===== src/rtl/spcc_pkg.sv =====
package spcc_pkg;

    localparam logic [5:0] PRIME_SUMP_MINUTES = 6'd3;
    localparam logic [5:0] PRIME_BOTH_MINUTES = 6'd2;
    localparam logic [5:0] MINUTE_MAX         = 6'd59;
    localparam logic [6:0] MINUTES_PER_HOUR   = 7'd60;

    localparam logic signed [11:0] VALID_LOW_LIMIT  = -12'sd250;
    localparam logic signed [11:0] VALID_HIGH_LIMIT = 12'sd1800;
    localparam logic signed [11:0] ERROR_READING    = 12'sd320;

    typedef enum logic [4:0] {
        PH_OFF        = 5'b00001,
        PH_PRIME_SUMP = 5'b00010,
        PH_PRIME_BOTH = 5'b00100,
        PH_ON         = 5'b01000,
        PH_DRAIN      = 5'b10000
    } pump_phase_t;

    typedef enum logic [2:0] {
        CM_IDLE = 3'b001,
        CM_HOT  = 3'b010,
        CM_COLD = 3'b100
    } climate_mode_t;

    localparam logic [2:0] PHASE_CODE_OFF        = 3'd0;
    localparam logic [2:0] PHASE_CODE_PRIME_SUMP = 3'd1;
    localparam logic [2:0] PHASE_CODE_PRIME_BOTH = 3'd2;
    localparam logic [2:0] PHASE_CODE_ON         = 3'd3;
    localparam logic [2:0] PHASE_CODE_DRAIN      = 3'd4;

    localparam logic [1:0] MODE_CODE_IDLE = 2'd0;
    localparam logic [1:0] MODE_CODE_HOT  = 2'd1;
    localparam logic [1:0] MODE_CODE_COLD = 2'd2;

    typedef enum logic [3:0] {
        REG_START_DELTA       = 4'd0,
        REG_STOP_DELTA        = 4'd1,
        REG_PANEL_START_LIMIT = 4'd2,
        REG_HOT_ENTER         = 4'd3,
        REG_HOT_LEAVE         = 4'd4,
        REG_COLD_ENTER        = 4'd5,
        REG_COLD_LEAVE        = 4'd6,
        REG_DRAIN_MINUTES     = 4'd7
    } cfg_index_t;

    typedef struct packed {
        logic [10:0] start_delta;
        logic [10:0] stop_delta;
        logic [11:0] panel_start_limit;
        logic [11:0] hot_enter;
        logic [11:0] hot_leave;
        logic [11:0] cold_enter;
        logic [11:0] cold_leave;
        logic [5:0]  drain_minutes;
    } cfg_t;

    localparam cfg_t CFG_RESET = '{
        start_delta:       11'd300,
        stop_delta:        11'd100,
        panel_start_limit: 12'd1000,
        hot_enter:         12'd760,
        hot_leave:         12'd740,
        cold_enter:        12'd380,
        cold_leave:        12'd400,
        drain_minutes:     6'd5
    };

    typedef struct packed {
        logic [11:0] panel_temp;
        logic        panel_present;
        logic [11:0] pool_temp;
        logic        pool_present;
        logic [11:0] ambient_temp;
        logic        ambient_valid;
        logic        time_set;
        logic [5:0]  minute_now;
    } item_t;

    typedef struct packed {
        pump_phase_t phase;
        logic [5:0]  start_minute;
    } pump_ctx_t;

    function automatic logic [2:0] phase_code(input pump_phase_t phase);
        logic [2:0] code;
        unique case (phase)
            PH_PRIME_SUMP: code = PHASE_CODE_PRIME_SUMP;
            PH_PRIME_BOTH: code = PHASE_CODE_PRIME_BOTH;
            PH_ON:         code = PHASE_CODE_ON;
            PH_DRAIN:      code = PHASE_CODE_DRAIN;
            default:       code = PHASE_CODE_OFF;
        endcase
        return code;
    endfunction

    function automatic logic [1:0] mode_code(input climate_mode_t mode);
        logic [1:0] code;
        unique case (mode)
            CM_HOT:  code = MODE_CODE_HOT;
            CM_COLD: code = MODE_CODE_COLD;
            default: code = MODE_CODE_IDLE;
        endcase
        return code;
    endfunction

endpackage


===== src/rtl/spcc_reading_check.sv =====
module spcc_reading_check (
    input  logic signed [11:0] temp,
    input  logic               present,
    output logic               ok
);

    assign ok = present
              && !(temp < spcc_pkg::VALID_LOW_LIMIT)
              && !(temp > spcc_pkg::VALID_HIGH_LIMIT)
              && (temp != spcc_pkg::ERROR_READING);

endmodule


===== src/rtl/spcc_pump.sv =====
module spcc_pump (
    input  spcc_pkg::cfg_t      cfg,
    input  spcc_pkg::item_t     item,
    input  spcc_pkg::pump_ctx_t state,
    output spcc_pkg::pump_ctx_t state_next
);

    logic              panel_ok;
    logic              pool_ok;
    logic [5:0]        minute_c;
    logic [6:0]        diff;
    logic [6:0]        diff_wrap;
    logic [5:0]        elapsed;
    logic signed [13:0] panel_ext;
    logic signed [13:0] pool_plus_start;
    logic signed [13:0] pool_plus_stop;
    logic              start_cond;
    logic              keep_on;

    spcc_reading_check u_panel_check (
        .temp    ($signed(item.panel_temp)),
        .present (item.panel_present),
        .ok      (panel_ok)
    );

    spcc_reading_check u_pool_check (
        .temp    ($signed(item.pool_temp)),
        .present (item.pool_present),
        .ok      (pool_ok)
    );

    // minutes 60..63 count as 59
    assign minute_c  = (item.minute_now > spcc_pkg::MINUTE_MAX) ? spcc_pkg::MINUTE_MAX
                                                                : item.minute_now;
    assign diff      = {1'b0, minute_c} - {1'b0, state.start_minute};
    assign diff_wrap = diff + spcc_pkg::MINUTES_PER_HOUR;
    assign elapsed   = diff[6] ? diff_wrap[5:0] : diff[5:0];

    assign panel_ext       = $signed({{2{item.panel_temp[11]}}, item.panel_temp});
    assign pool_plus_start = $signed({{2{item.pool_temp[11]}}, item.pool_temp})
                           + $signed({3'b000, cfg.start_delta});
    assign pool_plus_stop  = $signed({{2{item.pool_temp[11]}}, item.pool_temp})
                           + $signed({3'b000, cfg.stop_delta});

    assign start_cond = item.time_set
                      && ((panel_ok && pool_ok && (panel_ext > pool_plus_start))
                          || (panel_ok && ($signed(item.panel_temp)
                                           > $signed(cfg.panel_start_limit))));
    assign keep_on    = panel_ok && pool_ok && (panel_ext > pool_plus_stop);

    always_comb
    begin
        state_next = state;
        unique case (state.phase)
            spcc_pkg::PH_PRIME_SUMP:
            begin
                if (!item.time_set)
                begin
                    state_next.phase = spcc_pkg::PH_OFF;
                end
                else if (elapsed > spcc_pkg::PRIME_SUMP_MINUTES)
                begin
                    state_next.phase        = spcc_pkg::PH_PRIME_BOTH;
                    state_next.start_minute = minute_c;
                end
            end
            spcc_pkg::PH_PRIME_BOTH:
            begin
                if (!item.time_set)
                begin
                    state_next.phase = spcc_pkg::PH_OFF;
                end
                else if (elapsed > spcc_pkg::PRIME_BOTH_MINUTES)
                begin
                    state_next.phase        = spcc_pkg::PH_ON;
                    state_next.start_minute = minute_c;
                end
            end
            // clock flag is not looked at while running
            spcc_pkg::PH_ON:
            begin
                if (!keep_on)
                begin
                    state_next.phase        = spcc_pkg::PH_DRAIN;
                    state_next.start_minute = minute_c;
                end
            end
            spcc_pkg::PH_DRAIN:
            begin
                if (!item.time_set || (elapsed > cfg.drain_minutes))
                begin
                    state_next.phase = spcc_pkg::PH_OFF;
                end
            end
            default:
            begin
                state_next.phase = spcc_pkg::PH_OFF;
                if (start_cond)
                begin
                    state_next.phase        = spcc_pkg::PH_PRIME_SUMP;
                    state_next.start_minute = minute_c;
                end
            end
        endcase
    end

endmodule


===== src/rtl/spcc_climate.sv =====
module spcc_climate (
    input  spcc_pkg::cfg_t          cfg,
    input  spcc_pkg::item_t         item,
    input  spcc_pkg::climate_mode_t mode,
    output spcc_pkg::climate_mode_t mode_next
);

    logic signed [11:0] amb;

    assign amb = $signed(item.ambient_temp);

    always_comb
    begin
        mode_next = mode;
        unique case (mode)
            spcc_pkg::CM_HOT:
            begin
                if (!item.ambient_valid || (amb < $signed(cfg.hot_leave)))
                begin
                    mode_next = spcc_pkg::CM_IDLE;
                end
            end
            spcc_pkg::CM_COLD:
            begin
                if (!item.ambient_valid || (amb > $signed(cfg.cold_leave)))
                begin
                    mode_next = spcc_pkg::CM_IDLE;
                end
            end
            default:
            begin
                priority if (item.ambient_valid && (amb > $signed(cfg.hot_enter)))
                begin
                    mode_next = spcc_pkg::CM_HOT;
                end
                else if (item.ambient_valid && (amb < $signed(cfg.cold_enter)))
                begin
                    mode_next = spcc_pkg::CM_COLD;
                end
                else
                begin
                    mode_next = spcc_pkg::CM_IDLE;
                end
            end
        endcase
    end

endmodule


===== src/rtl/solar_pump_and_climate_controller_core.sv =====
// solar pool pump sequencer and greenhouse climate controller
//
// item channel (item_valid / item_ready) takes one control tick: panel, pool
// and ambient temperatures in tenths of a degree F with their flags, the
// clock-synchronized flag and the minute of the hour. result channel
// (result_valid / result_ready) returns one item per tick: pump and climate
// drives plus the phase and mode codes after that tick's update.
// cfg channel (cfg_valid / cfg_ready, always ready) writes one threshold
// register per item by index; unknown indexes are dropped. write it only
// while no tick is in flight.
// a tick is registered on entry, evaluated by compare logic and registered
// again, together with the phase, mode and start-minute registers; one tick
// is accepted every cycle while result_ready does not hold the output.
// if result_ready stays low the result holds and one more tick is buffered in
// the entry register; after that item_ready drops.
// reset puts the pump in off, climate in idle, start minute at 0 and all
// thresholds at their defaults; both channels come up empty.
module solar_pump_and_climate_controller_core (
    input  logic        clk,
    input  logic        rst_n,

    input  logic        item_valid,
    output logic        item_ready,
    input  logic [11:0] panel_temp,
    input  logic        panel_present,
    input  logic [11:0] pool_temp,
    input  logic        pool_present,
    input  logic [11:0] ambient_temp,
    input  logic        ambient_valid,
    input  logic        time_set,
    input  logic [5:0]  minute_now,

    output logic        result_valid,
    input  logic        result_ready,
    output logic        sump_pump_on,
    output logic        circ_pump_on,
    output logic        fan_on,
    output logic        dehumidifier_on,
    output logic [2:0]  pump_phase,
    output logic [1:0]  climate_mode,

    input  logic        cfg_valid,
    output logic        cfg_ready,
    input  logic [3:0]  cfg_index,
    input  logic [11:0] cfg_data
);

    spcc_pkg::cfg_t          cfg_reg;
    spcc_pkg::cfg_t          cfg_next;
    spcc_pkg::item_t         stage_item_reg;
    spcc_pkg::item_t         stage_item_next;
    logic                    stage_valid_reg;
    logic                    stage_valid_next;
    spcc_pkg::pump_ctx_t     pump_reg;
    spcc_pkg::pump_ctx_t     pump_next;
    spcc_pkg::pump_ctx_t     pump_calc;
    spcc_pkg::climate_mode_t climate_mode_reg;
    spcc_pkg::climate_mode_t climate_mode_next;
    spcc_pkg::climate_mode_t climate_calc;
    logic                    result_valid_reg;
    logic                    result_valid_next;
    logic                    sump_reg;
    logic                    sump_next;
    logic                    circ_reg;
    logic                    circ_next;
    logic                    fan_reg;
    logic                    fan_next;
    logic                    dehum_reg;
    logic                    dehum_next;
    logic [2:0]              phase_out_reg;
    logic [2:0]              phase_out_next;
    logic [1:0]              mode_out_reg;
    logic [1:0]              mode_out_next;
    logic                    item_accept;
    logic                    advance;

    assign cfg_ready   = 1'b1;
    assign advance     = stage_valid_reg && (!result_valid_reg || result_ready);
    assign item_ready  = !stage_valid_reg || advance;
    assign item_accept = item_valid && item_ready;

    always_comb
    begin
        cfg_next = cfg_reg;
        if (cfg_valid)
        begin
            unique case (cfg_index)
                spcc_pkg::REG_START_DELTA:       cfg_next.start_delta       = cfg_data[10:0];
                spcc_pkg::REG_STOP_DELTA:        cfg_next.stop_delta        = cfg_data[10:0];
                spcc_pkg::REG_PANEL_START_LIMIT: cfg_next.panel_start_limit = cfg_data;
                spcc_pkg::REG_HOT_ENTER:         cfg_next.hot_enter         = cfg_data;
                spcc_pkg::REG_HOT_LEAVE:         cfg_next.hot_leave         = cfg_data;
                spcc_pkg::REG_COLD_ENTER:        cfg_next.cold_enter        = cfg_data;
                spcc_pkg::REG_COLD_LEAVE:        cfg_next.cold_leave        = cfg_data;
                spcc_pkg::REG_DRAIN_MINUTES:     cfg_next.drain_minutes     = cfg_data[5:0];
                default:                         cfg_next = cfg_reg;
            endcase
        end
    end

    always_comb
    begin
        stage_item_next = item_accept ? '{
            panel_temp:    panel_temp,
            panel_present: panel_present,
            pool_temp:     pool_temp,
            pool_present:  pool_present,
            ambient_temp:  ambient_temp,
            ambient_valid: ambient_valid,
            time_set:      time_set,
            minute_now:    minute_now
        } : stage_item_reg;
        stage_valid_next = item_accept ? 1'b1 : (advance ? 1'b0 : stage_valid_reg);
    end

    spcc_pump u_pump (
        .cfg        (cfg_reg),
        .item       (stage_item_reg),
        .state      (pump_reg),
        .state_next (pump_calc)
    );

    spcc_climate u_climate (
        .cfg       (cfg_reg),
        .item      (stage_item_reg),
        .mode      (climate_mode_reg),
        .mode_next (climate_calc)
    );

    always_comb
    begin
        pump_next         = advance ? pump_calc : pump_reg;
        climate_mode_next = advance ? climate_calc : climate_mode_reg;
        result_valid_next = advance ? 1'b1 : (result_ready ? 1'b0 : result_valid_reg);
        sump_next         = sump_reg;
        circ_next         = circ_reg;
        fan_next          = fan_reg;
        dehum_next        = dehum_reg;
        phase_out_next    = phase_out_reg;
        mode_out_next     = mode_out_reg;
        if (advance)
        begin
            sump_next      = (pump_calc.phase == spcc_pkg::PH_PRIME_SUMP)
                          || (pump_calc.phase == spcc_pkg::PH_PRIME_BOTH);
            circ_next      = (pump_calc.phase == spcc_pkg::PH_PRIME_BOTH)
                          || (pump_calc.phase == spcc_pkg::PH_ON);
            fan_next       = (climate_calc == spcc_pkg::CM_HOT);
            dehum_next     = (climate_calc == spcc_pkg::CM_COLD);
            phase_out_next = spcc_pkg::phase_code(pump_calc.phase);
            mode_out_next  = spcc_pkg::mode_code(climate_calc);
        end
    end

    always_ff @(posedge clk or negedge rst_n)
    begin
        if (!rst_n)
        begin
            cfg_reg               <= spcc_pkg::CFG_RESET;
            stage_valid_reg       <= 1'b0;
            pump_reg.phase        <= spcc_pkg::PH_OFF;
            pump_reg.start_minute <= 6'd0;
            climate_mode_reg      <= spcc_pkg::CM_IDLE;
            result_valid_reg      <= 1'b0;
        end
        else
        begin
            cfg_reg          <= cfg_next;
            stage_valid_reg  <= stage_valid_next;
            pump_reg         <= pump_next;
            climate_mode_reg <= climate_mode_next;
            result_valid_reg <= result_valid_next;
        end
    end

    always_ff @(posedge clk)
    begin
        stage_item_reg <= stage_item_next;
        sump_reg       <= sump_next;
        circ_reg       <= circ_next;
        fan_reg        <= fan_next;
        dehum_reg      <= dehum_next;
        phase_out_reg  <= phase_out_next;
        mode_out_reg   <= mode_out_next;
    end

    assign result_valid    = result_valid_reg;
    assign sump_pump_on    = sump_reg;
    assign circ_pump_on    = circ_reg;
    assign fan_on          = fan_reg;
    assign dehumidifier_on = dehum_reg;
    assign pump_phase      = phase_out_reg;
    assign climate_mode    = mode_out_reg;

    a_pump_onehot: assert property (@(posedge clk) disable iff (!rst_n)
        $onehot(pump_reg.phase))
        else $error("pump phase register lost its one-hot code");

    a_start_minute_range: assert property (@(posedge clk) disable iff (!rst_n)
        pump_reg.start_minute <= spcc_pkg::MINUTE_MAX)
        else $error("phase start minute out of range");

    a_off_exit: assert property (@(posedge clk) disable iff (!rst_n)
        advance && (pump_reg.phase == spcc_pkg::PH_OFF) |=>
            (pump_reg.phase == spcc_pkg::PH_OFF)
            || (pump_reg.phase == spcc_pkg::PH_PRIME_SUMP))
        else $error("pump left off other than into prime sump");

    a_state_holds: assert property (@(posedge clk) disable iff (!rst_n)
        !advance |=> $stable(pump_reg) && $stable(climate_mode_reg))
        else $error("controller state changed without a tick");

    a_drive_match: assert property (@(posedge clk) disable iff (!rst_n)
        result_valid_reg |-> (sump_reg == ((phase_out_reg == spcc_pkg::PHASE_CODE_PRIME_SUMP)
                                        || (phase_out_reg == spcc_pkg::PHASE_CODE_PRIME_BOTH)))
                          && (fan_reg == (mode_out_reg == spcc_pkg::MODE_CODE_HOT)))
        else $error("drive outputs disagree with phase or mode code");

endmodule


===== config.mk =====
export PLATFORM = sky130hd
export DESIGN_NAME = solar_pump_and_climate_controller_core
export DESIGN_NICKNAME = d
export VERILOG_FILES = /design/src/rtl/spcc_pkg.sv /design/src/rtl/spcc_reading_check.sv /design/src/rtl/spcc_pump.sv /design/src/rtl/spcc_climate.sv /design/src/rtl/solar_pump_and_climate_controller_core.sv
export SDC_FILE = /design/constraint.sdc
export NUM_CORES = 1
export LEC_CHECK = 0
export BUFFER_PORTS_ARGS = -buffer_cell sky130_fd_sc_hd__buf_2
export CAP_MARGIN = 20
export CORE_MARGIN = 2
export CORE_UTILIZATION = 65
export DETAILED_ROUTE_END_ITERATION = 8
export PLACE_DENSITY = 0.94
export REMOVE_ABC_BUFFERS = 1
export SLEW_MARGIN = 10
export SYNTH_ARGS = -nofsm -noshare
export SYNTH_HDL_FRONTEND = slang
export SYNTH_SLANG_ARGS = --single-unit
export TNS_END_PERCENT = 5

===== constraint.sdc =====
create_clock -name clk -period 11.5 [get_ports clk]
set_input_delay 3.45 -clock clk [delete_from_list [all_inputs] [get_ports clk]]
set_output_delay 3.45 -clock clk [all_outputs]
set_load 0.01 [all_outputs]

# Word-level counts from Yosys, hierarchy flattened
# Index checks and enable logic that the tools add are counted.
totals:
  register_bits: 159
  inputBits: 67
  out_inout_bits: 12
classes:
  add_sub_neg: 4
  magnitude_cmp: 15
  eq_ne: 26
  mux: 24
  n_bitwise: 1
  n_reduce_logical: 44
op_table:
  columns: ["operator", "n"]
  rows:
  - ["greater-than comparator 12 bit", 3]
  - ["2-to-1 mux 11 bit", 3]
  - ["adder 12 x 12 -> 13 bit", 2]
  - ["greater-than comparator 12 x 13 -> 1 bit", 2]
  - ["greater-than comparator 12 bit, second input constant", 2]
  - ["< comparator 12 bit", 2]
  - ["< comparator 12 x 9 -> 1 bit, second input constant", 2]
  - ["2-to-1 mux 6 bit", 4]
  - ["!= test 12 x 10 -> 1 bit, second input constant", 2]
  - ["one-hot mux 6 bit (4 select lines)", 1]
  - ["one-hot mux 5 bit (4 select lines)", 1]
  - ["== test 4 x 3 -> 1 bit, second input constant", 4]
  - ["AND reduction 2 bit", 8]
  - ["logical AND 1 bit", 15]
  - ["2-to-1 mux 5 bit", 3]
  - ["greater-than comparator 6 x 2 -> 1 bit, second input constant", 2]
  - ["2-to-1 mux 3 bit", 4]
  - ["one-hot mux 3 bit (4 select lines)", 1]
  - ["== test 5 x 2 -> 1 bit, second input constant", 2]
  - ["== test 5 x 3 -> 1 bit, second input constant", 2]
  - ["== test 5 x 4 -> 1 bit, second input constant", 2]
  - ["== test 5 bit, second input constant", 2]
  - ["== test 4 x 2 -> 1 bit, second input constant", 2]
  - ["logical NOT 1 bit", 8]
  - ["19 further kinds", 35]

# Logic depth before layout (Yosys ltp)
# Gate-level depths: netlist (run 1).
depth:
  ltp_word: 13
  depth_mapped: 19
  ltp_nobuf: 19

# Hierarchy
# A second synthesis (run 1) with hierarchy kept.
unflattened:
  cells_unflattened: 883
  hier_area_um2: 10043.4
by_module_without_submodules:
  columns: ["module", "instances", "cells_per_inst", "area_each_um2", "seq_area_each_um2"]
  rows:
  - ["solar_pump_and_climate_controller_core", 1, 303, 5724.2, 4270.3]
  - ["spcc_pump", 1, 382, 2856.5, 0.0]
  - ["spcc_climate", 1, 174, 1275.0, 0.0]
  - ["spcc_reading_check", 2, 12, 93.8, 0.0]

# Worst setup path before layout (run 1)
# OpenSTA, ideal clock, no wires.
synth_timing:
  path_kind: "input -> output"
  from: "input result_ready"
  to: "output item_ready"
  t_arrival_ns: 3.659
  required_ns: 8.050
  path_slack_ns: 4.391
  path_stages: 1
  cell_sequence: "nand3b_1"
synth_between:
  elab_chain_len: 3
synth_lines:
  columns: ["element", "line_no", "text"]
  rows:
  - ["start: declaration", "solar_pump_and_climate_controller_core.sv:34", "input logic result_ready,"]
  - ["logical OR 1 bit", "solar_pump_and_climate_controller_core.sv:78", "assign advance = stage_valid_reg && (!result_valid_reg || result_ready);"]
  - ["logical AND 1 bit", "solar_pump_and_climate_controller_core.sv:78", null]
  - ["logical OR 1 bit", "solar_pump_and_climate_controller_core.sv:79", "assign item_ready = !stage_valid_reg || advance;"]
  - ["end: declaration", "solar_pump_and_climate_controller_core.sv:23", "output logic item_ready,"]
# No other way between the ends.

# Worst setup path in the final report (run 1)
# Same ends and word-level chain as after synthesis.

==> flow_summary.yaml, run 1 <==
status:
  outcome: "finished, final reports clean"
worst_setup_path:
  worstReg2RegStart: "stage_item_reg[21]$_DFFE_PP_"
  critPathCaptureType: "primary output"
  slowest_stage: "nand3b_1"
  critPathLaunchType: "primary input"
  worstPathRequired_ns: 8.05
  crit_fanout: 3
  worst_path_largest_cell_delay_ns: 0.18
  rrSetupSlack_ns: 6.08
  path_common_cell: "buf_2"
  worstPathArrival_ns: 3.88
  path_cells: "buf_2 -> nand3b_1 -> buf_2"
  worstSetupStartpoint: "result_ready"
  r2r-end: "pump_reg[4]$_DFFE_PN0P_"
  worst-setup-path-type: "in2out"
  reg2regPathDepth: 19
logic_synthesis:
  synthTopCellsByArea: "dfrtp_1 (18%), edfxtp_1 (17%), ha_1 (16%)"
  netlist_instances: 908
  synth_flop_cell: "dfrtp_1"
  ys_warn_count: 0
  synthTopCellsByCount: "ha_1 (119), inv_1 (97), nand2_1 (72)"
  synth_edf_count: 54
  async_flop_share: 0.658
  yosys.area.top_type: "dfrtp_1"
  synth.most_common_cell: "ha_1"
  yosysUniqueCellTypes: 67
  synth_area_mm2: 0.00958
  ys_seq_area_frac: 0.446
  ys_seq_elements: 158
  synth_top_area_frac: 0.175
  postSynthAreaPerCell_um2: 10.5
clock_tree:
  postCtsHoldBufs: 0
  cts_sinks: 158
  numCtsBuffers: 17
  clk_latency_ns: 0.43
  clk_pin_slew_ns: 0.06
  h-tree-depth: 4
  cts_tree: "built"
  clockRootBuffer: "clkbuf_16"
  cts_setup_buffers: 0
  cts_resized: 0
  clock_path_buffers: 2
power_and_ir_drop:
  p_leak_uw: 0.00484
  power_density_mw_per_mm2: 198
  ir_drop_uv: 142
sta:
  tns_ns: 0
  slew-limit-headroom: 0.371
  final-max-slew-violation-count: 0
  fin_skew_ns: 0.00915
  rsz0062_at_grt: "false"
  finalCritPeriodShare: 0.638
  report.final.setup_viol: 0
  fin_crit_ns: 7.33
  worstMarginPinSlew_ns: 0.931
  hold_viol_final: 0
  max_clock_freq_mhz: 136
final_layout:
  drive_gt1_frac: 0.214
  largest_reg_flops: 88
  n_antenna_cell: 0
  fin_cells: 1185
  n_fill_cell: 942
  area_delta_synth_final_pct: 11.8
  multi_input_area_mm2: 0.00487
  nets: 1177
  register_area_mm2: 0.00427
global_route:
  overflow: 0
  grt_pass1_wl_um: 37200
  grt_max_degree: 74
  grt_usage: 0.299
  antenna_found_initial: 0
  grt_pass1_vias: 7645
worst_hold_path:
  hp-class: "reg2reg"
  holdPathEnd: "result_valid$_DFFE_PN0P_"
  min-delay-start: "stage_valid_reg$_DFFE_PN0P_"
  whs_path_depth: 1
placed_design:
  dp.cells: 1151
  dp_hpwl_um: 16100
  place_congestion: 0.931
  place.port_buffers: 77
floorplan:
  fp-row-count: 44
  io_pins: 79
  start_util: 0.662
  dieArea_mm2: 0.0157
  core_area_mm2: 0.0145
  die_h_um: 125
  die_x_um: 125
run:
  cap_viol_max_count: 0
routing:
  first_pass_iters: 6
  drtIter0Drc: 651
  via_per_inst: 6.31
  wl_per_cell_um: 19.4
  ant_nets: 0
  totalWireLength_um: 23000
  drc: 0
  vias: 7480
==> logic make-up after synthesis <==
family                   after synthesis  synth area share
multiplexers                          60            0.0699
XOR/XNOR                              24            0.0219
AO/OA/AOI/OAI                        205             0.137
adder cells (fa/ha/maj)              122             0.162
other                                  1          0.000391
flip-flops                           158             0.446
AND/OR/NAND/NOR                      221             0.116
buffers and inverters                117            0.0466
==> metal layers <==
layer	GRT usage	part of all wire	vias to the layer above
met5	0	0	-
li1	-	-	3425
met1	0.359	0.39	3601
met2	0.508	0.50	364
met4	0.143	0.040	0
met3	0.0745	0.074	90
==> worst max-delay path by stage <==
stage                  to  slack (ns)  cells after the start
6_report       item_ready        4.17                      3
5_1_grt        item_ready        4.12                      3
4_1_cts        item_ready        4.16                      3
3_5_place_dp   item_ready        4.16                      3
3_3_place_gp   item_ready        4.19                      3
2_1_floorplan  item_ready        4.39                      1
==> final cells by class <==
class                      instances  area share
sequential                       158       0.399
clock inverter                    11     0.00747
timing repair buffer              81      0.0405
inverter                          97      0.0340
clock buffer                      21      0.0431
tap                              184      0.0215
multi-input combinational        633       0.455
==> placed cells by master (no fill, tap or decap), types with 15 or more instances in the layout <==
master,Yosys,final
o21ai_0,71,71
clkbuf_16,0,18
dfrtp_1,67,67
a21o_1,16,16
nand2b_1,19,19
xnor2_1,18,18
edfxtp_1,54,54
nor2_1,37,37
nand2_1,72,72
nand4_1,15,15
inv_1,97,97
ha_1,119,119
a21oi_1,43,43
buf_2,0,76
mux2_2,55,55
dfstp_2,37,37
==> where the power goes <==
part           switching, uW  internal, uW
Sequential              72.4           716
Combinational            463           346
Clock                    235           291
Total                    771          1350
==> worst max-delay path, delay by kind of cell <==
kind                   cells  cell delay (ns)
buffers and inverters      2             0.26
AND/OR/NAND/NOR            1             0.18
==> stage by stage <==
stage / hold slack, ns / setup WS (ns) / total power [uW] / instance area, um^2 / utilization
after floorplan: 0.457 / 4.39 / 1350 / 9500 / -
final: 0.488 / 4.17 / 2120 / 10700 / 0.740
after CTS: 0.490 / 4.16 / 2110 / 10700 / 0.738
after global routing: 0.519 / 4.12 / 2260 / 10700 / 0.740
after detailed placement: 0.476 / 4.16 / 1560 / 10100 / 0.700
after global placement: 0.470 / 4.19 / 1500 / 10100 / 0.700
Power figures use the tool's default switching activity.
==> inputs of run 2 (changes only) <==
- CORE_UTILIZATION: 65 -> 61
- PLACE_DENSITY: 0.94 -> 0.89
- clock period: 11.5 -> 7.3 ns (I/O delays scaled with it)
==> run 2 against run 1 <==
Effect of this change:
- sequential cell count unchanged
- core utilization decreased by 3.7 points
- critical path depth increased by 16
- setup slack got worse by 2.0 ns
- critical path type is now reg2reg
- sequential power increased by 57%
==> flow_summary.yaml, run 2 (synthesis results as in run 1) <==
clock_tree:
  cts_setup_buffers: 0
  postCtsHoldBufs: 0
  cts_sinks: 158
  clk_latency_ns: 0.43
  h-tree-depth: 4
  clock_path_buffers: 2
  cts_tree: "built"
  clk_pin_slew_ns: 0.06
  clockRootBuffer: "clkbuf_16"
  cts_resized: 0
  numCtsBuffers: 17
placed_design:
  dpl_worst_slack_ns: 2.22
  place.port_buffers: 77
  dp_hpwl_um: 16100
  place_congestion: 0.927
sta:
  fin_crit_ns: 5.18
  worstMarginPinSlew_ns: 0.935
  report.final.setup_viol: 0
  final-max-slew-violation-count: 0
  tns_ns: 0
  max_clock_freq_mhz: 193
  hold_viol_final: 0
  slew-limit-headroom: 0.369
  finalCritPeriodShare: 0.709
  fin_skew_ns: 0.0139
  finalWorstSetupSlack_ns: 2.12
  rsz0062_at_grt: "false"
worst_hold_path:
  min-delay-start: "cfg_reg[45]$_DFFE_PN1P_"
  whs_path_depth: 2
  hp-class: "reg2reg"
global_route:
  grt_max_degree: 77
  grt_pass1_wl_um: 36500
  overflow: 0
  grt_pass1_vias: 7367
  grt_usage: 0.285
  antenna_found_initial: 0
routing:
  vias: 7321
  totalWireLength_um: 22500
  drc: 0
  drtIter0Drc: 616
  via_per_inst: 6.04
  first_pass_iters: 6
  ant_nets: 0
  wl_per_cell_um: 18.5
floorplan:
  dieArea_mm2: 0.0167
  fp-row-count: 45
  die_x_um: 129
  core_area_mm2: 0.0153
  io_pins: 79
  start_util: 0.628
  die_h_um: 129
power_and_ir_drop:
  p_int_uw: 2140
  p_sw_frac: 0.351
  switchingPower_uw: 1160
  pwr-share-comb: 0.372
  clkPwrFrac: 0.252
  power_density_mw_per_mm2: 308
  p_seq_frac: 0.376
  ir_drop_uv: 253
  p_leak_uw: 0.00482
worst_setup_path:
  reg2regPathDepth: 19
  worstPathArrival_ns: 5.48
  rrSetupSlack_ns: 2.12
  critPathLaunchType: "flop"
  worstReg2RegStart: "stage_item_reg[21]$_DFFE_PP_"
  worstSetupStartpoint: "stage_item_reg[21]$_DFFE_PP_"
  worst-setup-path-type: "reg2reg"
  worstPathRequired_ns: 7.61
  crit_fanout: 6
  critPathCaptureType: "flop"
final_layout:
  drive_gt1_frac: 0.209
  nets: 1177
  n_fill_cell: 1112
  largest_reg_flops: 88
  layout_commonest_cell: "ha_1"
  n_antenna_cell: 0
  area_delta_synth_final_pct: 12.0
  final_cell_mix: "ha_1 (119), inv_1 (97), buf_2 (76), nand2_1 (72), o21ai_0 (71)"
status:
  outcome: "finished, final reports clean"
run:
  cap_viol_max_count: 0
==> run 2: critical path: stages (launching register included) <==
cell       delay, ns
edfxtp_1        0.42
ha_1            0.24
fa_1            0.41
a21o_1          0.17
a21oi_1         0.23
o21bai_1        0.11
a21oi_1         0.27
o21ai_0         0.19
a21o_1          0.21
a21oi_1         0.23
xnor2_1         0.16
ha_1            0.27
a21oi_1         0.17
nor2b_1         0.06
a2111oi_0       0.34
or4b_1          0.46
nand3_1         0.18
o211ai_2        0.12
a311oi_4        0.43
mux2_2          0.38
==> run 2: power groups by stage <==
stage | registers [uW] | logic [uW] | clock network, uW
after floorplan | 1220 | 913 | 0
after global placement | 1240 | 1130 | 0
after detailed placement | 1250 | 1190 | 0
after CTS | 1240 | 1210 | 838
after global routing | 1260 | 1390 | 876
final | 1240 | 1230 | 833
==> run 2: per-layer routing <==
metal | up-vias | GRT usage | wire [um]
met1 | 3517 | 0.362 | 9410
met5 | - | 0 | 0
met2 | 297 | 0.470 | 10700
met4 | 0 | 0.130 | 919
li1 | 3432 | - | -
met3 | 75 | 0.0619 | 1440
==> run 2: path summary, 6_finish.rpt <==
path / endpoint
worst min register to register: cfg_reg[45]$_DFFE_PN1P_
max in group asynchronous: cfg_reg[76]$_DFFE_PN0P_
worst max register to register: pump_reg[5]$_DFFE_PN0P_
worst max-delay path: pump_reg[5]$_DFFE_PN0P_
worst min-delay path: cfg_reg[45]$_DFFE_PN1P_
min in group asynchronous: result_valid$_DFFE_PN0P_
==> run 2: final cells by class <==
class / instances / area [um^2] / area share
clock buffer: 22 / 454 / 0.0423
clock inverter: 10 / 87.6 / 0.00816
inverter: 97 / 364 / 0.0339
multi-input combinational: 633 / 4870 / 0.454
sequential: 158 / 4270 / 0.398
tap: 211 / 264 / 0.0246
timing repair buffer: 81 / 418 / 0.0389
==> run 2: per-stage QoR <==
stage          hold WS, ns  instances  utilization  area (um^2)  total power (uW)
4_1_cts              0.507       1212        0.703        10700              3290
6_report             0.507       1212        0.703        10700              3300
3_5_place_dp         0.493       1180        0.668        10200              2440
5_1_grt              0.530       1212        0.703        10700              3530
3_3_place_gp         0.480       1180        0.668        10200              2380
2_1_floorplan        0.457        888            -         9500              2130
==> inputs of run 3 (changes only) <==
- clock period: 7.3 -> 5.3 ns (I/O delays scaled with it)
==> run 3 against run 2 <==
Effect of this change:
- via count fell by 1.1%
- clock power rose by 40%
- critical path depth rose by 1
- setup slack got worse by 1.9 ns
- final cell count barely moved
- first-iteration DRC count fell by 2.3%
- largest cell class unchanged
==> flow_summary.yaml, run 3 (synthesis results as in run 1) <==
status:
  outcome: "finished, final reports clean"
sta:
  finalCritPeriodShare: 0.954
  fin_crit_ns: 5.06
  report.final.setup_viol: 0
  max_clock_freq_mhz: 198
  fin_skew_ns: 0.00953
  slew-limit-headroom: 0.408
  final-max-slew-violation-count: 0
  finalWorstSetupSlack_ns: 0.244
  worstMarginPinSlew_ns: 0.888
  hold_viol_final: 0
worst_setup_path:
  worstPathArrival_ns: 5.38
  worst-setup-path-type: "reg2reg"
  rrSetupSlack_ns: 0.24
  critPathLaunchType: "flop"
  worstReg2RegStart: "stage_item_reg[21]$_DFFE_PP_"
  critPathCaptureType: "flop"
  endpoint: "pump_reg[4]$_DFFE_PN0P_"
  worstPathRequired_ns: 5.62
  reg2regPathDepth: 20
  crit_fanout: 6
  r2r-end: "pump_reg[4]$_DFFE_PN0P_"
  worstSetupStartpoint: "stage_item_reg[21]$_DFFE_PP_"
placed_design:
  dpl_worst_slack_ns: 0.178
  place_congestion: 0.917
  place.port_buffers: 77
  dp_hpwl_um: 16000
  dp.cells: 1179
clock_tree:
  cts_tree: "built"
  cts_sinks: 158
  numCtsBuffers: 17
  clock_path_buffers: 2
  clockRootBuffer: "clkbuf_16"
  clk_latency_ns: 0.44
  clk_pin_slew_ns: 0.06
  h-tree-depth: 4
final_layout:
  area_delta_synth_final_pct: 12.6
  final_cell_mix: "ha_1 (119), inv_1 (97), buf_2 (76), nand2_1 (72), o21ai_0 (71)"
  largest_reg_flops: 88
  nets: 1178
  drive_gt1_frac: 0.219
  multi_input_area_mm2: 0.00488
  n_fill_cell: 1088
  fin_cells: 1213
  layout_commonest_cell: "ha_1"
  register_area_mm2: 0.00427
  n_antenna_cell: 0
power_and_ir_drop:
  ir_drop_uv: 288
  p_leak_uw: 0.00485
  total_power_uw: 4590
  power_density_mw_per_mm2: 426
routing:
  wl_per_cell_um: 18.4
  vias: 7237
  totalWireLength_um: 22300
  via_per_inst: 5.97
  first_pass_iters: 5
  ant_nets: 0
  drc: 0
  drtIter0Drc: 602
floorplan:
  fp-row-count: 45
  dieArea_mm2: 0.0167
  io_pins: 79
  die_h_um: 129
  start_util: 0.628
  core_area_mm2: 0.0153
  die_x_um: 129
global_route:
  grt_pass1_wl_um: 36000
  overflow: 0
  grt_max_degree: 82
  grt_pass1_vias: 7298
  grt_usage: 0.281
  antenna_found_initial: 0
worst_hold_path:
  hp-class: "reg2reg"
run:
  cap_viol_max_count: 0
[run 3: through the flow]
stage	util	setup TNS (ns)	cell area, um^2	hold slack (ns)
final	0.707	0	10800	0.499
after global routing	0.707	-0.0263	10800	0.522
after CTS	0.704	0	10700	0.499
after detailed placement	0.667	0	10200	0.492
after global placement	0.667	0	10200	0.473
after floorplan	-	0	9500	0.457
[run 3: critical path, stage by stage, from the launching register on]
cell and delay [ns]:
edfxtp_1 0.44, ha_1 0.24, fa_1 0.41, a21o_1 0.18, a21oi_2 0.18, o21bai_1 0.11
a21oi_2 0.20, o21ai_0 0.17, a21o_1 0.20, a21oi_1 0.21, xnor2_1 0.16, ha_1 0.28
nand4_2 0.14, nor2_1 0.06, a2111oi_1 0.36, or4b_1 0.46, nand3_1 0.19, o211ai_2 0.12
a311oi_4 0.28, buf_4 0.20, mux2_2 0.34
[run 3: area by class of cell]
type | count | share of cell area
inverters | 97 | 0.0338
clock inverters | 11 | 0.00696
repair buffers | 82 | 0.0413
clock buffers | 21 | 0.0447
flip-flops and latches | 158 | 0.396
well taps | 211 | 0.0245
multi-input cells | 633 | 0.453
[run 3: timing repair]
item | 4_1_cts | 5_1_grt
gates resized for setup | 0 | 3
hold buffers | 0 | 0
setup endpoints to repair | 0 | 6
setup buffers | 0 | 1
[run 3: where the power goes]
| group | total, uW | switching [uW] | internal, uW |
|---|---|---|---|
| combinational | 1710 | 968 | 747 |
| sequential | 1710 | 156 | 1550 |
| clock | 1170 | 511 | 654 |
[run 3: per-layer routing]
layer | track usage | vias up | part of all wire
met5 | 0 | - | 0
met4 | 0.115 | 0 | 0.026
met3 | 0.0582 | 51 | 0.058
met2 | 0.463 | 250 | 0.49
met1 | 0.365 | 3501 | 0.43
li1 | - | 3435 | -
[run 3: how the worst min path moves through the flow]
| stage | from | endpoint | slack, ns | depth (start not counted) |
|---|---|---|---|---|
| 3_3_place_gp | stage_valid_reg$_DFFE_PN0P_ | result_valid$_DFFE_PN0P_ | 0.47 | 1 |
| 6_report | stage_valid_reg$_DFFE_PN0P_ | result_valid$_DFFE_PN0P_ | 0.50 | 1 |
| 4_1_cts | stage_valid_reg$_DFFE_PN0P_ | result_valid$_DFFE_PN0P_ | 0.50 | 1 |
| 2_1_floorplan | stage_valid_reg$_DFFE_PN0P_ | result_valid$_DFFE_PN0P_ | 0.46 | 1 |
| 3_5_place_dp | stage_valid_reg$_DFFE_PN0P_ | result_valid$_DFFE_PN0P_ | 0.49 | 1 |
| 5_1_grt | cfg_reg[56]$_DFFE_PN0P_ | cfg_reg[56]$_DFFE_PN0P_ | 0.52 | 1 |
